`config.mk`:
```
export PLATFORM = sky130hd
export DESIGN_NAME = multidrop_9bit_frame_assembler_flat
export DESIGN_NICKNAME = d
export VERILOG_FILES = /design/src/design/mdfa_pkg.sv /design/src/design/mdfa_in_if.sv /design/src/design/mdfa_out_if.sv /design/src/design/mdfa_cfg_if.sv /design/src/design/mdfa_ram.sv /design/src/design/mdfa_parse.sv /design/src/design/mdfa_emit.sv /design/src/design/multidrop_9bit_frame_assembler.sv /design/src/flat_wrapper.sv
export VERILOG_INCLUDE_DIRS = /design/src /design/src/design
export SDC_FILE = /design/constraint.sdc
export NUM_CORES = 1
export LEC_CHECK = 0
export ABC_AREA = 1
export BUFFER_PORTS_ARGS = -buffer_cell sky130_fd_sc_hd__buf_2
export CORE_UTILIZATION = 60
export DETAILED_ROUTE_END_ITERATION = 8
export GPL_TIMING_DRIVEN = 0
export PLACE_DENSITY = 0.77
export REMOVE_ABC_BUFFERS = 1
export SLEW_MARGIN = 20
export SYNTH_ARGS = -nofsm -noshare
export SYNTH_HDL_FRONTEND = slang
export SYNTH_SLANG_ARGS = --single-unit
```
`constraint.sdc`:
```
create_clock -name clk -period 3.75 [get_ports clk]
set_input_delay 0.375 -clock clk [delete_from_list [all_inputs] [get_ports clk]]
set_output_delay 0.375 -clock clk [all_outputs]
set_load 0.02 [all_outputs]
```
`src/design/multidrop_9bit_frame_assembler_defines.svh`:
```
// assertion macros shared by the frame assembler rtl
// expects clk and rst_n in the scope where a macro is used
`ifndef MULTIDROP_9BIT_FRAME_ASSEMBLER_DEFINES_SVH
`define MULTIDROP_9BIT_FRAME_ASSEMBLER_DEFINES_SVH

// same-cycle implication, checked outside reset
`define MDFA_CHECK(lbl, pre, post, msg) \
  lbl: assert property (@(posedge clk) disable iff (!rst_n) (pre) |-> (post)) else $error(msg);

// next-cycle implication, checked outside reset
`define MDFA_CHECK_NEXT(lbl, pre, post, msg) \
  lbl: assert property (@(posedge clk) disable iff (!rst_n) (pre) |=> (post)) else $error(msg);

`endif

```
`src/design/mdfa_pkg.sv`:
```
// shared constants, state encodings and inter-module structs of the frame assembler
// no dependencies
`default_nettype none

package mdfa_pkg;

  localparam int PAYLOAD_MAX = 64;
  localparam int STORE_DEPTH = 64;
  localparam int ADDR_W      = 6;
  localparam int LEN_W       = 7;
  localparam int CNT_W       = 16;

  localparam logic [7:0] ADDR_ALL = 8'hFF;

  typedef enum logic [1:0] {
    PH_IDLE    = 2'd0,
    PH_LENGTH  = 2'd1,
    PH_PAYLOAD = 2'd2
  } phase_t;

  typedef enum logic [1:0] {
    EM_IDLE  = 2'd0,
    EM_EMPTY = 2'd1,
    EM_DATA  = 2'd2
  } emit_state_t;

  // completed frame handed from parser to emitter
  typedef struct packed {
    logic             done;
    logic [7:0]       address;
    logic [LEN_W-1:0] length;
    logic [CNT_W-1:0] dropped;
  } frame_desc_t;

  // payload store write port
  typedef struct packed {
    logic              we;
    logic [ADDR_W-1:0] addr;
    logic [7:0]        data;
  } store_wr_t;

endpackage

`default_nettype wire

```
`src/design/mdfa_in_if.sv`:
```
// received word channel: valid/ready plus the 9-bit word and its error flag
// no dependencies
`default_nettype none

interface mdfa_in_if;
  logic       valid;
  logic       ready;
  logic       is_address_word;
  logic [7:0] word_byte;
  logic       receive_error;

  modport source (output valid, is_address_word, word_byte, receive_error, input ready);
  modport sink   (input valid, is_address_word, word_byte, receive_error, output ready);
endinterface

`default_nettype wire

```
`src/design/mdfa_out_if.sv`:
```
// frame byte result channel: valid/ready plus one payload byte and its frame info
// depends on mdfa_pkg for field widths
`default_nettype none

interface mdfa_out_if;
  logic                      valid;
  logic                      ready;
  logic [7:0]                frame_address;
  logic [mdfa_pkg::LEN_W-1:0] frame_length;
  logic [mdfa_pkg::ADDR_W-1:0] byte_index;
  logic [7:0]                payload_byte;
  logic                      has_byte;
  logic                      last;
  logic [mdfa_pkg::CNT_W-1:0] dropped_words;

  modport source (output valid, frame_address, frame_length, byte_index, payload_byte,
                  has_byte, last, dropped_words, input ready);
  modport sink   (input valid, frame_address, frame_length, byte_index, payload_byte,
                  has_byte, last, dropped_words, output ready);
endinterface

`default_nettype wire

```
`src/design/mdfa_cfg_if.sv`:
```
// configuration write channel carrying the listen address
// no dependencies
`default_nettype none

interface mdfa_cfg_if;
  logic       valid;
  logic       ready;
  logic [7:0] listen_address;

  modport source (output valid, listen_address, input ready);
  modport sink   (input valid, listen_address, output ready);
endinterface

`default_nettype wire

```
`src/design/mdfa_ram.sv`:
```
// generic single-write, single-read synchronous ram with registered read data
// no dependencies
`default_nettype none

module mdfa_ram #(
  parameter int WIDTH = 8,
  parameter int DEPTH = 64
) (
  input  wire logic                     clk,
  input  wire logic                     we,
  input  wire logic [$clog2(DEPTH)-1:0] waddr,
  input  wire logic [WIDTH-1:0]         wdata,
  input  wire logic                     re,
  input  wire logic [$clog2(DEPTH)-1:0] raddr,
  output logic      [WIDTH-1:0]         rdata
);

  logic [WIDTH-1:0] mem [DEPTH];

  always_ff @(posedge clk) begin
    if (we) begin
      mem[waddr] <= wdata;
    end
    // read data holds while re is low
    if (re) begin
      rdata <= mem[raddr];
    end
  end

endmodule

`default_nettype wire

```
`src/design/mdfa_parse.sv`:
```
// word parser: error count, address match, length check and payload store writes
// depends on mdfa_pkg, mdfa_in_if and mdfa_cfg_if
`default_nettype none

module mdfa_parse (
  input  wire logic           clk,
  input  wire logic           rst_n,
  mdfa_in_if.sink             in_ch,
  mdfa_cfg_if.sink            cfg_ch,
  input  wire logic           emit_busy,
  output mdfa_pkg::frame_desc_t desc,
  output mdfa_pkg::store_wr_t   wr
);

  mdfa_pkg::phase_t               phase_r, phase_nxt;
  logic [7:0]                     listen_r, listen_nxt;
  logic [7:0]                     held_r, held_nxt;
  logic [mdfa_pkg::LEN_W-1:0]     exp_r, exp_nxt;
  logic [mdfa_pkg::LEN_W-1:0]     rcv_r, rcv_nxt;
  logic [mdfa_pkg::CNT_W-1:0]     cnt_r, cnt_nxt;
  logic                           done_r, done_nxt;

  logic                           in_xfer;
  logic                           cfg_xfer;
  logic                           data_xfer;
  logic                           addr_match;
  logic                           len_ok;
  logic [mdfa_pkg::LEN_W-1:0]     rcv_inc;

  assign in_ch.ready  = !emit_busy && !done_r;
  assign cfg_ch.ready = 1'b1;

  assign in_xfer    = in_ch.valid && in_ch.ready;
  assign cfg_xfer   = cfg_ch.valid && cfg_ch.ready;
  assign data_xfer  = in_xfer && !in_ch.receive_error && !in_ch.is_address_word;
  assign addr_match = (listen_r == mdfa_pkg::ADDR_ALL) || (in_ch.word_byte == listen_r);
  assign len_ok     = in_ch.word_byte <= 8'(mdfa_pkg::PAYLOAD_MAX);
  assign rcv_inc    = rcv_r + mdfa_pkg::LEN_W'(1);

  // next phase
  always_comb begin
    phase_nxt = phase_r;
    if (cfg_xfer) begin
      phase_nxt = mdfa_pkg::PH_IDLE;
    end else if (in_xfer && !in_ch.receive_error) begin
      if (in_ch.is_address_word) begin
        phase_nxt = addr_match ? mdfa_pkg::PH_LENGTH : mdfa_pkg::PH_IDLE;
      end else begin
        case (phase_r)
          mdfa_pkg::PH_LENGTH: begin
            if (!len_ok || (in_ch.word_byte == 8'd0)) begin
              phase_nxt = mdfa_pkg::PH_IDLE;
            end else begin
              phase_nxt = mdfa_pkg::PH_PAYLOAD;
            end
          end
          mdfa_pkg::PH_PAYLOAD: begin
            if (rcv_inc >= exp_r) begin
              phase_nxt = mdfa_pkg::PH_IDLE;
            end
          end
          default: phase_nxt = mdfa_pkg::PH_IDLE;
        endcase
      end
    end
  end

  // datapath and store writes
  always_comb begin
    listen_nxt = listen_r;
    held_nxt   = held_r;
    exp_nxt    = exp_r;
    rcv_nxt    = rcv_r;
    cnt_nxt    = cnt_r;
    done_nxt   = 1'b0;
    wr.we      = 1'b0;
    wr.addr    = rcv_r[mdfa_pkg::ADDR_W-1:0];
    wr.data    = in_ch.word_byte;
    if (cfg_xfer) begin
      listen_nxt = cfg_ch.listen_address;
    end
    if (in_xfer && in_ch.receive_error && (cnt_r != '1)) begin
      cnt_nxt = cnt_r + mdfa_pkg::CNT_W'(1);
    end
    if (in_xfer && !in_ch.receive_error && in_ch.is_address_word && addr_match) begin
      held_nxt = in_ch.word_byte;
    end
    case (phase_r)
      mdfa_pkg::PH_LENGTH: begin
        if (data_xfer && len_ok) begin
          exp_nxt  = in_ch.word_byte[mdfa_pkg::LEN_W-1:0];
          rcv_nxt  = '0;
          done_nxt = in_ch.word_byte == 8'd0;
        end
      end
      mdfa_pkg::PH_PAYLOAD: begin
        if (data_xfer) begin
          wr.we    = 1'b1;
          rcv_nxt  = rcv_inc;
          done_nxt = rcv_inc >= exp_r;
        end
      end
      default: ;
    endcase
  end

  always_ff @(posedge clk) begin
    if (!rst_n) begin
      phase_r  <= mdfa_pkg::PH_IDLE;
      listen_r <= mdfa_pkg::ADDR_ALL;
      held_r   <= '0;
      exp_r    <= '0;
      rcv_r    <= '0;
      cnt_r    <= '0;
      done_r   <= 1'b0;
    end else begin
      phase_r  <= phase_nxt;
      listen_r <= listen_nxt;
      held_r   <= held_nxt;
      exp_r    <= exp_nxt;
      rcv_r    <= rcv_nxt;
      cnt_r    <= cnt_nxt;
      done_r   <= done_nxt;
    end
  end

  assign desc.done    = done_r;
  assign desc.address = held_r;
  assign desc.length  = exp_r;
  assign desc.dropped = cnt_r;

endmodule

`default_nettype wire

```
`src/design/mdfa_emit.sv`:
```
// frame emitter: walks the payload store one byte a cycle into the output register while that register is free
// depends on mdfa_pkg and mdfa_out_if
`default_nettype none

module mdfa_emit (
  input  wire logic                          clk,
  input  wire logic                          rst_n,
  input  wire mdfa_pkg::frame_desc_t         desc,
  output logic                               busy,
  output logic                               rd_en,
  output logic [mdfa_pkg::ADDR_W-1:0]        rd_addr,
  input  wire logic [7:0]                    rd_data,
  mdfa_out_if.source                         out_ch
);

  mdfa_pkg::emit_state_t          state_r, state_nxt;
  logic [mdfa_pkg::ADDR_W-1:0]    idx_r, idx_nxt;

  logic                           ov_r, ov_nxt;
  logic [7:0]                     o_addr_r;
  logic [mdfa_pkg::LEN_W-1:0]     o_len_r;
  logic [mdfa_pkg::ADDR_W-1:0]    o_idx_r;
  logic [7:0]                     o_data_r;
  logic                           o_has_r;
  logic                           o_last_r;
  logic [mdfa_pkg::CNT_W-1:0]     o_drop_r;

  logic                           slot_free;
  logic                           idx_last;
  logic                           load;
  logic                           ld_has;
  logic                           ld_last;
  logic [7:0]                     ld_data;

  assign slot_free = !ov_r || out_ch.ready;
  assign idx_last  = (mdfa_pkg::LEN_W'(idx_r) + mdfa_pkg::LEN_W'(1)) == desc.length;
  assign busy      = state_r != mdfa_pkg::EM_IDLE;

  // next state
  always_comb begin
    state_nxt = state_r;
    case (state_r)
      mdfa_pkg::EM_IDLE: begin
        if (desc.done) begin
          state_nxt = (desc.length == '0) ? mdfa_pkg::EM_EMPTY : mdfa_pkg::EM_DATA;
        end
      end
      mdfa_pkg::EM_EMPTY: begin
        if (slot_free) begin
          state_nxt = mdfa_pkg::EM_IDLE;
        end
      end
      mdfa_pkg::EM_DATA: begin
        if (slot_free && idx_last) begin
          state_nxt = mdfa_pkg::EM_IDLE;
        end
      end
      default: state_nxt = mdfa_pkg::EM_IDLE;
    endcase
  end

  // store reads and output loads; next read goes out as the current byte loads
  always_comb begin
    rd_en   = 1'b0;
    rd_addr = idx_r;
    idx_nxt = idx_r;
    load    = 1'b0;
    ld_has  = 1'b0;
    ld_last = 1'b0;
    ld_data = 8'd0;
    case (state_r)
      mdfa_pkg::EM_IDLE: begin
        if (desc.done) begin
          idx_nxt = '0;
          if (desc.length != '0) begin
            rd_en   = 1'b1;
            rd_addr = '0;
          end
        end
      end
      mdfa_pkg::EM_EMPTY: begin
        load    = slot_free;
        ld_last = 1'b1;
      end
      mdfa_pkg::EM_DATA: begin
        if (slot_free) begin
          load    = 1'b1;
          ld_has  = 1'b1;
          ld_last = idx_last;
          ld_data = rd_data;
          if (!idx_last) begin
            idx_nxt = idx_r + mdfa_pkg::ADDR_W'(1);
            rd_en   = 1'b1;
            rd_addr = idx_nxt;
          end
        end
      end
      default: ;
    endcase
  end

  always_comb begin
    if (load) begin
      ov_nxt = 1'b1;
    end else if (out_ch.ready) begin
      ov_nxt = 1'b0;
    end else begin
      ov_nxt = ov_r;
    end
  end

  always_ff @(posedge clk) begin
    if (!rst_n) begin
      state_r <= mdfa_pkg::EM_IDLE;
      idx_r   <= '0;
      ov_r    <= 1'b0;
    end else begin
      state_r <= state_nxt;
      idx_r   <= idx_nxt;
      ov_r    <= ov_nxt;
    end
  end

  always_ff @(posedge clk) begin
    if (load) begin
      o_addr_r <= desc.address;
      o_len_r  <= desc.length;
      o_idx_r  <= idx_r;
      o_data_r <= ld_data;
      o_has_r  <= ld_has;
      o_last_r <= ld_last;
      o_drop_r <= desc.dropped;
    end
  end

  assign out_ch.valid         = ov_r;
  assign out_ch.frame_address = o_addr_r;
  assign out_ch.frame_length  = o_len_r;
  assign out_ch.byte_index    = o_idx_r;
  assign out_ch.payload_byte  = o_data_r;
  assign out_ch.has_byte      = o_has_r;
  assign out_ch.last          = o_last_r;
  assign out_ch.dropped_words = o_drop_r;

endmodule

`default_nettype wire

```
`src/design/multidrop_9bit_frame_assembler.sv`:
```
// Nine-bit multidrop receive deframer. Takes one received word per cycle while no frame
// is being emitted; payload bytes go into a 64-entry synchronous ram. Once the last
// payload byte (or a zero length byte) is taken, input stalls while the emitter reads
// the ram through its single read port, one byte per cycle while the output register
// is free; output stalls hold off input too. The last result of a frame may still
// wait in the output register while new words are taken. Words with a receive error
// are dropped and counted, saturating at 65535. Writing the listen address (255
// listens to all stations) drops any half-parsed frame; write it only while the block
// is idle. No clearing pass after reset.
//
// depends on mdfa_pkg, the three channel interfaces, mdfa_ram, mdfa_parse, mdfa_emit
`default_nettype none

`include "multidrop_9bit_frame_assembler_defines.svh"

module multidrop_9bit_frame_assembler (
  input  wire logic  clk,
  input  wire logic  rst_n,
  mdfa_in_if.sink    in_ch,
  mdfa_out_if.source out_ch,
  mdfa_cfg_if.sink   cfg_ch
);

  mdfa_pkg::frame_desc_t        desc;
  mdfa_pkg::store_wr_t          wr;
  logic                         emit_busy;
  logic                         rd_en;
  logic [mdfa_pkg::ADDR_W-1:0]  rd_addr;
  logic [7:0]                   rd_data;

  mdfa_parse u_parse (
    .clk       (clk),
    .rst_n     (rst_n),
    .in_ch     (in_ch),
    .cfg_ch    (cfg_ch),
    .emit_busy (emit_busy),
    .desc      (desc),
    .wr        (wr)
  );

  mdfa_ram #(
    .WIDTH (8),
    .DEPTH (mdfa_pkg::STORE_DEPTH)
  ) u_store (
    .clk   (clk),
    .we    (wr.we),
    .waddr (wr.addr),
    .wdata (wr.data),
    .re    (rd_en),
    .raddr (rd_addr),
    .rdata (rd_data)
  );

  mdfa_emit u_emit (
    .clk     (clk),
    .rst_n   (rst_n),
    .desc    (desc),
    .busy    (emit_busy),
    .rd_en   (rd_en),
    .rd_addr (rd_addr),
    .rd_data (rd_data),
    .out_ch  (out_ch)
  );

  `MDFA_CHECK(a_store_port, wr.we, !rd_en, "payload store written while emitter reads")
  `MDFA_CHECK_NEXT(a_done_blocks, desc.done, !in_ch.ready,
                   "input taken during frame emission")
  `MDFA_CHECK(a_empty_frame, out_ch.valid && !out_ch.has_byte,
              out_ch.last && (out_ch.frame_length == 7'd0), "empty result not a lone last")
  `MDFA_CHECK(a_last_index, out_ch.valid && out_ch.has_byte && out_ch.last,
              (7'(out_ch.byte_index) + 7'd1) == out_ch.frame_length, "last mark on wrong byte")

endmodule

`default_nettype wire

```
`src/flat_wrapper.sv`:
```
// flat-port wrapper written by rule: the top's interface ports become plain ports
module multidrop_9bit_frame_assembler_flat 
  (clk, rst_n, in_ch_valid, in_ch_is_address_word, in_ch_word_byte, in_ch_receive_error, in_ch_ready, out_ch_valid, out_ch_frame_address, out_ch_frame_length, out_ch_byte_index, out_ch_payload_byte, out_ch_has_byte, out_ch_last, out_ch_dropped_words, out_ch_ready, cfg_ch_valid, cfg_ch_listen_address, cfg_ch_ready);
  mdfa_in_if in_ch_i ();
  mdfa_out_if out_ch_i ();
  mdfa_cfg_if cfg_ch_i ();
  input  wire logic clk;
  input  wire logic rst_n;
  input wire logic [$bits(in_ch_i.valid)-1:0] in_ch_valid;
  input wire logic [$bits(in_ch_i.is_address_word)-1:0] in_ch_is_address_word;
  input wire logic [$bits(in_ch_i.word_byte)-1:0] in_ch_word_byte;
  input wire logic [$bits(in_ch_i.receive_error)-1:0] in_ch_receive_error;
  output wire logic [$bits(in_ch_i.ready)-1:0] in_ch_ready;
  output wire logic [$bits(out_ch_i.valid)-1:0] out_ch_valid;
  output wire logic [$bits(out_ch_i.frame_address)-1:0] out_ch_frame_address;
  output wire logic [$bits(out_ch_i.frame_length)-1:0] out_ch_frame_length;
  output wire logic [$bits(out_ch_i.byte_index)-1:0] out_ch_byte_index;
  output wire logic [$bits(out_ch_i.payload_byte)-1:0] out_ch_payload_byte;
  output wire logic [$bits(out_ch_i.has_byte)-1:0] out_ch_has_byte;
  output wire logic [$bits(out_ch_i.last)-1:0] out_ch_last;
  output wire logic [$bits(out_ch_i.dropped_words)-1:0] out_ch_dropped_words;
  input wire logic [$bits(out_ch_i.ready)-1:0] out_ch_ready;
  input wire logic [$bits(cfg_ch_i.valid)-1:0] cfg_ch_valid;
  input wire logic [$bits(cfg_ch_i.listen_address)-1:0] cfg_ch_listen_address;
  output wire logic [$bits(cfg_ch_i.ready)-1:0] cfg_ch_ready;
  assign in_ch_i.valid = in_ch_valid;
  assign in_ch_i.is_address_word = in_ch_is_address_word;
  assign in_ch_i.word_byte = in_ch_word_byte;
  assign in_ch_i.receive_error = in_ch_receive_error;
  assign in_ch_ready = in_ch_i.ready;
  assign out_ch_valid = out_ch_i.valid;
  assign out_ch_frame_address = out_ch_i.frame_address;
  assign out_ch_frame_length = out_ch_i.frame_length;
  assign out_ch_byte_index = out_ch_i.byte_index;
  assign out_ch_payload_byte = out_ch_i.payload_byte;
  assign out_ch_has_byte = out_ch_i.has_byte;
  assign out_ch_last = out_ch_i.last;
  assign out_ch_dropped_words = out_ch_i.dropped_words;
  assign out_ch_i.ready = out_ch_ready;
  assign cfg_ch_i.valid = cfg_ch_valid;
  assign cfg_ch_i.listen_address = cfg_ch_listen_address;
  assign cfg_ch_ready = cfg_ch_i.ready;
  multidrop_9bit_frame_assembler u_core (.clk(clk), .rst_n(rst_n), .in_ch(in_ch_i), .out_ch(out_ch_i), .cfg_ch(cfg_ch_i));
endmodule
```
==> results of run 1 <==
-- per-layer routing --
metal,vias up,track usage,wire length [um]
met5,-,0,0
met4,0,0.164,3640
met3,239,0.0532,8040
met2,1298,0.490,33900
met1,9484,0.404,27200
li1,9039,-,-
-- Yosys cell counts, drive strengths merged, types with 2 or more instances --
cell type / number / area, um2
o211ai: 3 / 22.5
a211oi: 11 / 82.6
nand2: 424 / 1610
nand3: 569 / 2850
xor2: 4 / 35.0
nor2: 113 / 427
a31oi: 6 / 37.5
buf: 110 / 598
o22ai: 2 / 12.5
nand3b: 160 / 1200
inv: 415 / 1560
a22oi: 2 / 20.0
nand4: 8 / 50.1
clkbuf: 34 / 128
a21oi: 48 / 240
nor3: 13 / 65.1
clkinv: 2 / 7.51
nor4: 4 / 25.0
nor3b: 2 / 15.0
edfxtp: 567 / 17000
ha: 15 / 188
o21ai: 42 / 210
xnor2: 9 / 78.8
dfxtp: 58 / 1160
-- worst paths after layout --
check / startpoint / to / slack [ns] / depth (start not counted)
worst max-delay path: u_core.u_emit.state_r[0] / u_core.u_store.mem[20][4] / 0.08 / 12
worst min-delay path: cfg_ch_valid / u_core.u_parse.listen_r[1] / 0.08 / 3
worst max register to register: u_core.u_emit.state_r[0] / u_core.u_store.mem[20][4] / 0.08 / 12
worst min register to register: u_core.u_parse.held_r[2] / u_core.u_emit.out_ch.frame_address[2] / 0.43 / 0
-- worst reg2reg max path, delay by kind of cell, from the launching register on --
kind	cells	cell delay (ns)
and+or+nand+nor	7	2.20
buffers and inverters	4	0.46
adders and majority gates	1	0.36
DFF	1	0.31
-- flip-flops by register name, summed over array words and instances (netlist names), 8 cells and up --
register,count
u_core.u_store.rdata,8
u_core.u_emit.out_ch.frame_address,8
u_core.u_store.mem,512
u_core.u_parse.listen_r,8
u_core.u_emit.out_ch.dropped_words,16
u_core.u_emit.out_ch.payload_byte,8
u_core.u_parse.held_r,8
u_core.u_parse.cnt_r,16
-- through the flow --
| step | hold WS, ns | utilization | setup WS (ns) | setup TNS (ns) | instances |
|---|---|---|---|---|---|
| global route | 0.0973 | 0.706 | -0.0364 | -0.194 | 3327 |
| detailed placement | 0.413 | 0.634 | -1.41 | -185.33 | 3178 |
| CTS | 0.0573 | 0.697 | -0.140 | -18.92 | 3313 |
| finish | 0.0779 | 0.706 | 0.0773 | 0 | 3329 |
| global placement | 0.415 | 0.617 | -13.93 | -255.53 | 3153 |
| floorplan | 0.403 | - | -6.16 | -49.25 | 2482 |
-- area by class of cell --
class	instances	area, um2
timing repair buffer	132	1590
fill	2910	13400
antenna	2	5.00
multi-input combinational	1445	8050
tap	600	751
clock inverter	34	334
inverter	417	1600
sequential	625	18200
clock buffer	74	1610
-- report_power, final --
part           leakage, nW  internal [mW]  total (mW)  switching [mW]
Sequential            5.60           8.14        8.35           0.210
Clock                0.939           3.44        6.00            2.56
Combinational         6.02           5.42        15.8            10.4
Total                 12.6           17.0        30.2            13.2
-- repair_timing --
| item | 4_1_cts | 5_1_grt |
|---|---|---|
| pin swaps | 4 | 7 |
| gates cloned | 12 | 3 |
| setup endpoints to repair | 520 | 520 |
| setup buffers | 7 | 11 |
| hold buffers | 8 | 0 |
| hold endpoints to repair | 8 | 0 |
| gates resized for setup | 133 | 53 |
-- cell usage in the layout, fill, tap and decap left out, types with 4 or more instances in the layout --
cell           instances
inv_1                411
nor2_4                61
buf_2                 64
bufinv_16              6
edfxtp_1             567
nand3_1              549
nor4_1                 4
o21ai_0               37
nand3b_1             160
clkbuf_1              11
nor2_2                 8
nand3_2               13
buf_4                 21
clkinv_2               9
nor3_1                11
clkbuf_16             65
ha_1                  14
xor2_1                 4
a31oi_1                5
clkinv_1              14
nand4_1                8
clkinvlp_4             4
nand2_2                4
a21oi_1               47
dfxtp_1               55
buf_12                 6
dlygate4sd3_1          8
nand2_4                7
nand3_4                7
buf_16                24
nand2_8                4
xnor2_1                9
nor2_1                44
a211oi_1              11
bufbuf_16              5
nand2_1              414
-- cell families (layout without fill, tap and decap cells) --
family	count (synthesis)	in the layout	synth area share
buf+inv	561	657	0.0828
flops	625	625	0.657
simple gates	1295	1300	0.226
other cells	1	3	0.000135
fa+ha+maj	15	15	0.00678
compound gates	116	116	0.0232
xor+xnor	13	13	0.00411
==> impl_results.md, run 1 <==
* Total gr overflow at 0
* Fin crit share at 0.979
* Drt wl/cell at 21.9 um
* Num CTS Buffers at 60
* Cell mode on critical path: inv_1
* Post-synth top flop: edfxtp_1
* Final setup viols at 0
* Max cap viols at 0
* Vias in the first global route at about 19000
* Clk_lat worst skew at 0.62 ns
* Cell Chain, Critical Path: inv_1 > ha_2 > inv_1 > nor2_1 > nand2_1 > nor2_1 > inv_1 > nor2_1 > inv_1 > nor3_4 > nand3_4 > nor2_4
* Num ports at 73
* Placed cell area at 28800 um2
* Worst-path clk slew at about 0.060 ns
* Hold Path Class: input port to flip-flop
* Cell count after synthesis at 2626
* Max Clock Skew at 0.0272 ns
* Max frequency at around 0.27 GHz
* Max incr delay on CP at 0.44 ns
* Sequential-to-total area share from yosys stat at 0.657
* Initial antenna violation count at 2
* Critical path arrival at 3.96 ns
* Die width at 217 um
* Vias at 20060
* Status: complete, no violations
* Die area at 47000 um2
* Worst path bufs/invs at 4
* Synth async-reset ratio at 0
* PortBufs at 71
* Clock tree sinks at 625
* Required time of the critical path at a little over 4 ns
* P per Cell Area at 940 nW/um2
* Post-synth cell types at 39
* Synth warnings at 0
* Fin. Hold Viols at 0
* Max Slew Vio Count at 0
* Total Nets Final at 2719
* RePlAce Congestion at 0.843
* Post-route ant nets at 0
* Ratio of cells with drive above 1 in the final layout at 0.121
* Top Family by Delay on Critical Path: simple AND/OR/NAND/NOR gates
* DR vias/cell at roughly 6.0
* Drt first pass iters at 6
* Post-DP HPWL at slightly below 40 mm
* Crit Path Category: flip-flop to flip-flop
* Avg Inst Size Synth at 10.5 um2
* CTS Buffer Depth at 3
* TritonCTS clock tree: yes
* Clk Tree Root Cell: clkbuf_16
* # DRC at 0
* Fin area at 32100 um2
* Shortest period the worst path allows at approximately 3.7 ns
* Initial Utilization at 0.609
* Die Ht at 217 um
* Largest net degree at the start of global routing at 68
* Peak supply drop at 0.851 mV
* Worst-margin pin slew at 1.05 ns
* RSZ-0062 raised after global routing: yes
* Leakage at ~13 nW
* Crit end category: flip-flop
* Synth Register Bits at between 600 and 700
* Rows at 78
* Startpoint Class: flip-flop
* Layout area overhead at 16.0%
* H-tree depth at 2
* Iteration-0 DRC Markers at 2482
* Core ar. at 45500 um2
* Total GRT Usage at 0.307
* Slowest stage cell, crit path: nor2_4
* First-pass GRT wire length at 109 mm
* Number of flops mapped to enable cells by yosys at 567
* Total Wirelength at 72.8 mm
* Worst rel slew slack at 0.301
* Crit-path max FO at 9
* Overall power consumption at 30.2 mW
* Cell Area, Synth at 27700 um2
Power figures use the tool's default switching activity.
==> run 2: changes to the inputs <==
--- a/config.mk
+++ b/config.mk
@@ -8,10 +8,9 @@
 export LEC_CHECK = 0
 export ABC_AREA = 1
 export BUFFER_PORTS_ARGS = -buffer_cell sky130_fd_sc_hd__buf_2
-export CORE_UTILIZATION = 60
+export CORE_UTILIZATION = 25
 export DETAILED_ROUTE_END_ITERATION = 8
 export GPL_TIMING_DRIVEN = 0
-export PLACE_DENSITY = 0.77
 export REMOVE_ABC_BUFFERS = 1
 export SLEW_MARGIN = 20
 export SYNTH_ARGS = -nofsm -noshare
==> run 2 against run 1 <==
Clock-buffer cell count increased by 4. Setup slack improved by 0.086 ns. Sequential share of layout area decreased by 2.5 points. Critical path depth increased by 14. Die area increased by 140%. Cell count increased by 27%. Via count decreased by 6.0%. Fmax increased by 2.4%. Cell area increased by 4.6%. Clock power decreased by 3%.
==> impl_results.md, run 2 (synthesized netlist as in run 1, its figures left out) <==
* Total gr overflow at 0
* Met3 WL at about 4.2 mm
* Total Wirelength at 75.6 mm
* Clock tree sinks at 625
* Total Nets Final at 2742
* Finished Core Util at 0.307
* Worst-margin pin slew at 1.10 ns
* Die area at 112000 um2
* Hold Path Stages at 3
* Post-DP HPWL at 42.6 mm
* Clk Tree Root Cell: clkbuf_16
* Largest reg by FF count: u_core.u_store.mem
* Core ar. at 109000 um2
* Max Clock Skew at 0.0202 ns
* Clk_lat worst skew at 0.64 ns
* Drt first pass iters at 6
* Worst Reg-to-Reg Cells at 26
* Vias in the first global route at 17840
* P per Cell Area at 916 nW/um2
* Required time of the critical path at a little over 4 ns
* Largest net degree at the start of global routing at roughly 70
* Initial antenna violation count at 0
* Leakage at approximately 13 nW
* Max cap viols at 0
* First-pass GRT wire length at 112 mm
* CTS Buffer Depth at 3
* Max reg flops at about 510
* Rows at 121
* Int Power at roughly 17 mW
* Hold Path Class: input port to flip-flop
* Crit Path Category: flip-flop to flip-flop
* Worst-path clk slew at 0.06 ns
* Clock power frac at 0.190
* Post-route ant nets at 0
* Die Ht at 335 um
* H-tree depth at 2
* Final setup viols at 0
* Met2 wire length at 37.2 mm
* Comb pwr share at 0.539
* Fin. Hold Viols at 0
* Max Slew Vio Count at 0
* Num CTS Buffers at approximately 60
* DR vias/cell at 4.46
* Vias at between 15000 and 20000
* Setup WS pre-CTS at -1.79 ns
* Most frequent cells in the layout: 567 x edfxtp_1, 551 x nand3_1, 414 x nand2_1
* Sw frac at 0.438
* Num ports at 73
* PortBufs at between 70 and 80
* Total GRT Usage at 0.131
* Sequential share of power at 0.272
* Worst setup margin at 0.163 ns
* Ratio of cells with drive above 1 in the final layout at 0.128
* TritonCTS clock tree: yes
* Iteration-0 DRC Markers at 1852
* Diode count at 0
* Max frequency at 0.279 GHz
* Top sig layer: met4
* Status: complete, no violations
* RePlAce Congestion at 0.795
* Met1 Routed Length at 32.2 mm
* Crit-path max FO at 23
* Psw at ~13 mW
* Initial Utilization at 0.253
* Critical path arrival at 3.95 ns
* Layout area overhead at 21.3%
* Die width at 335 um
* Worst rel slew slack at 0.265
* Crit end category: flip-flop
* Fin crit share at 0.957
* Startpoint Class: flip-flop
* Peak supply drop at a little under 0.5 mV
* # DRC at 0
* Commonest non-fill, non-tap cell in the layout: edfxtp_1
* Drt wl/cell at 17.9 um
* Shortest period the worst path allows at 3.59 ns
-- run 2: final timing paths --
path	startpoint	slack, ns	to
setup / recovery	u_core.u_emit.idx_r[1]	0.16	u_core.u_store.rdata[3]
hold / removal	in_ch_is_address_word	0.08	u_core.u_parse.phase_r[0]
setup reg to reg	u_core.u_emit.idx_r[1]	0.16	u_core.u_store.rdata[3]
hold reg to reg	u_core.u_parse.held_r[7]	0.43	u_core.u_emit.out_ch.frame_address[7]
-- run 2: layer usage --
layer  vias up  global-route usage
met4         0              0.0393
met2       563               0.227
met1      9083               0.169
li1       9097                   -
met3       118              0.0171
met5         -                   0
-- run 2: metrics by stage --
stage	total power [mW]	hold slack, ns	cells	cell area, um2	setup TNS, ns
floorplan	15.4	0.403	2482	27000	-49.25
global placement	15.7	0.409	4029	29200	-475.09
detailed placement	22.5	0.413	4062	30100	-329.59
CTS	30.0	0.0362	4210	33100	0
global route	32.3	0.0658	4231	33600	-0.0349
finish	30.8	0.0787	4231	33600	0
-- run 2: power groups by stage --
stage	registers, mW	clock network [mW]	logic (mW)
2_1_floorplan	8.77	0	6.68
3_3_place_gp	8.48	0	7.20
3_5_place_dp	8.52	0	14.0
4_1_cts	8.38	5.91	15.8
5_1_grt	8.40	6.16	17.7
6_report	8.36	5.83	16.6
-- run 2: final cells by class --
type	instances	area, um2
timing repair buffer	153	2000
timing repair inverter	1	8.76
multi-input combinational	1445	8070
sequential	625	18200
clock buffer	78	1640
inverter	417	1600
tap	1476	1850
clock inverter	36	230
fill	11046	75700
-- run 2: critical path, cell delays in order, from the launching register on --
cell and delay [ns]:
dfxtp_4 0.40, ha_2 0.21, nand2_1 0.10, inv_2 0.10, nand2_1 0.07, nand2_1 0.10
nand2_1 0.06, nand3_1 0.08, nor2_2 0.05, nand2_2 0.11, nand2_4 0.10, nand2_2 0.10
nand3_4 0.10, nand2_8 0.11, buf_16 0.12, buf_16 0.14, nand2_8 0.11, buf_12 0.18
inv_16 0.09, buf_16 0.17, nand2_1 0.07, nand3_1 0.08, nand3_1 0.08, nand3_1 0.10
nand3_1 0.17, nand3_1 0.16, nand2_1 0.12
-- run 2: timing repair --
action / 4_1_cts / 5_1_grt
endpoints found under the hold margin: 8 / 0
cloned: 15 / 3
endpoints found under the setup margin: 520 / 470
gates resized for setup: 158 / 42
hold buffers: 8 / 0
pin swaps: 7 / 7
setup buffers: 11 / 18
==> run 3: changes to the inputs <==
--- a/config.mk
+++ b/config.mk
@@ -8,7 +8,9 @@
 export LEC_CHECK = 0
 export ABC_AREA = 1
 export BUFFER_PORTS_ARGS = -buffer_cell sky130_fd_sc_hd__buf_2
+export CORE_ASPECT_RATIO = 0.9
 export CORE_UTILIZATION = 25
+export CTS_CLUSTER_SIZE = 12
 export DETAILED_ROUTE_END_ITERATION = 8
 export GPL_TIMING_DRIVEN = 0
 export REMOVE_ABC_BUFFERS = 1
==> run 3 against run 2 <==
Global-route usage is 0.57 points lower. Largest power group unchanged. Clock-buffer cell count is 9 higher. Total power is 3.7% lower. Non-clock buffer count is 21 lower. Register-to-register slack worse by 0.06 ns. Cell count is 1.1% lower. Critical path depth is 11 lower. Fmax is 1.6% lower. Setup slack worse by 0.057 ns. Utilization is 0.53 points lower. Combinational power is 8% lower.
==> impl_results.md, run 3 (synthesized netlist as in run 1, its figures left out) <==
* Status: complete, no violations
* Vias at 18962
* Die area at about 110000 um2
* Commonest non-fill, non-tap cell in the layout: edfxtp_1
* Die Ht at 318 um
* Int Power at 16.6 mW
* Crit Path Category: flip-flop to flip-flop
* Diode count at 0
* Post-route ant nets at 0
* Ratio of cells with drive above 1 in the final layout at 0.115
* Layout area overhead at 19.5%
* Max cap viols at 0
* Critical path arrival at 4.00 ns
* Startpoint Class: flip-flop
* Fin. Hold Viols at 0
* TritonCTS clock tree: yes
* Drt first pass iters at 5
* Total Nets Final at 2724
* Num CTS Buffers at 66
* Clk Tree Root Cell: clkbuf_16
* HP Start: cfg_ch_valid
* Core ar. at 109000 um2
* Clock power frac at 0.204
* Hold Path Class: input port to flip-flop
* Finished Core Util at 0.302
* RePlAce Congestion at between 0.7 and 0.8
* Shortest period the worst path allows at 3.64 ns
* Rows at 115
* R2R Setup Slk at 0.11 ns
* Total Wirelength at approximately 74 mm
* Slowest stage cell, crit path: a31oi_2
* Worst-path clk slew at roughly 0.060 ns
* Drt wl/cell at approximately 18 um
* Largest reg by FF count: u_core.u_store.mem
* End point of the worst hold path: u_core.u_parse.listen_r[4]
* Die width at roughly 350 um
* Total GRT Usage at 0.125
* Crit-path max FO at 23
* DR vias/cell at about 4.5
* Fin area at 33100 um2
* Worst R2R Start: u_core.u_emit.state_r[0]
* Cell Chain, Critical Path: inv_1 > ha_1 > nor2_2 > a31oi_2 > nand2_8 > nand2_8 > buf_16 > buf_16 > nand2_1 > nand3_1 > nand3_1 > nand3_1 > nand3_1 > nand3_1 > nand2_1
* Iteration-0 DRC Markers at 1654
* Sw frac at 0.440
* Total gr overflow at 0
* P per Cell Area at around 900 nW/um2
* Peak supply drop at roughly 0.62 mV
* Most frequent cells in the layout: 567 x edfxtp_1, 558 x nand3_1, 415 x nand2_1
* # DRC at 0
* Fin crit share at 0.972
* PortBufs at 71
* Cell mode on critical path: nand3_1
* Initial antenna violation count at 0
* RSZ-0062 raised after global routing: yes
* Num ports at 73
* Post-DP HPWL at 41.7 mm
* Max reg flops at 512
* Max frequency at 0.274 GHz
* Placed cell area at 30000 um2
* Worst Reg-to-Reg Cells at 15
* Comb pwr share at 0.514
* R2R Path End: u_core.u_store.rdata[6]
* First-pass GRT wire length at between 100 and 150 mm
* Required time of the critical path at 4.11 ns
* Clock tree sinks at 625
* Hold Path Stages at 3
* Initial Utilization at 0.253
* Clk_lat worst skew at 0.61 ns
* Vias in the first global route at 18016
* H-tree depth at 3
* Largest net degree at the start of global routing at 88
* Crit end category: flip-flop
* Worst rel slew slack at 0.197
* Worst-margin pin slew at 1.20 ns
* Sequential share of power at 0.283
* Max incr delay on CP at 0.63 ns
* CTS Buffer Depth at 3
* Max Clock Skew at 0.0325 ns
* Final setup viols at 0
* Leakage at 12.5 nW
* Max Slew Vio Count at 0
* Psw at 13.1 mW
==> run 3: cell types whose count changed in the layout (fill, tap and decap cells not counted), moves of 4 or more <==
cell / delta
clkinv_1: -15
clkbuf_16: +10
buf_4: -9
buf_16: -8
nand3_1: +7
nand3_2: -7
nor2_4: -7
bufbuf_16: -6
clkbuf_1: +5
clkinv_2: -4
nor2_2: +4
==> run 3: final cells by class <==
| cell class | count | area, um2 |
|---|---|---|
| clock inverters | 17 | 139 |
| well taps | 1462 | 1830 |
| repair buffers | 132 | 1590 |
| inverters | 417 | 1590 |
| clock buffers | 87 | 1780 |
| multi-input cells | 1444 | 7950 |
| fillers | 10918 | 76400 |
| flip-flops and latches | 625 | 18200 |
==> run 3: worst max path at each step <==
stage	start	to	slack (ns)
floorplan	u_core.u_emit.state_r[0]	u_core.u_store.rdata[0]	-6.16
global placement	u_core.u_emit.state_r[1]	u_core.u_store.rdata[0]	-15.80
detailed placement	u_core.u_emit.idx_r[1]	u_core.u_store.rdata[7]	-0.85
CTS	u_core.u_emit.state_r[0]	u_core.u_store.mem[15][0]	-0.13
global route	u_core.u_emit.state_r[0]	u_core.u_store.rdata[6]	-0.09
finish	u_core.u_emit.state_r[0]	u_core.u_store.rdata[6]	0.11
==> run 3: what timing repair did <==
item / in CTS / in global routing
hold buffers: 8 / 0
setup buffers: 2 / 15
endpoints found under the hold margin: 8 / 0
cloned: 4 / 8
endpoints found under the setup margin: 520 / 520
gates resized for setup: 129 / 39
pin swaps: 2 / 7
==> run 3: power groups by stage <==
| stage | clock network [mW] | logic, mW | registers (mW) |
|---|---|---|---|
| after floorplan | 0 | 6.68 | 8.77 |
| after global placement | 0 | 7.22 | 8.45 |
| after detailed placement | 0 | 13.7 | 8.52 |
| after CTS | 6.14 | 14.2 | 8.38 |
| after global routing | 6.38 | 16.5 | 8.41 |
| final | 6.03 | 15.2 | 8.37 |
==> run 3: critical path, delay by kind of cell, from the launching register on <==
family	cells	cell delay [ns]
adder cells (fa/ha/maj)	1	0.39
buffers and inverters	3	0.52
AO/OA/AOI/OAI	1	0.63
flip-flops	1	0.31
AND/OR/NAND/NOR	10	1.51
==> run 3: metal layers <==
layer,share of wire,GRT usage,vias up
met5,0,0,-
met4,0.025,0.0424,0
met3,0.066,0.0173,98
met2,0.47,0.201,614
met1,0.44,0.173,9191
li1,-,-,9059
==> run 3: metrics by stage <==
step / hold WS, ns / TNS, ns / setup slack (ns) / total power [mW] / instances
floorplan: 0.403 / -49.25 / -6.16 / 15.4 / 2482
detailed placement: 0.411 / -204.16 / -0.854 / 22.2 / 4043
finish: 0.110 / 0 / 0.106 / 29.6 / 4184
CTS: 0.0815 / -10.45 / -0.128 / 28.7 / 4161
global placement: 0.414 / -363.96 / -15.80 / 15.7 / 4015
global route: 0.118 / -2.25 / -0.0892 / 31.3 / 4184
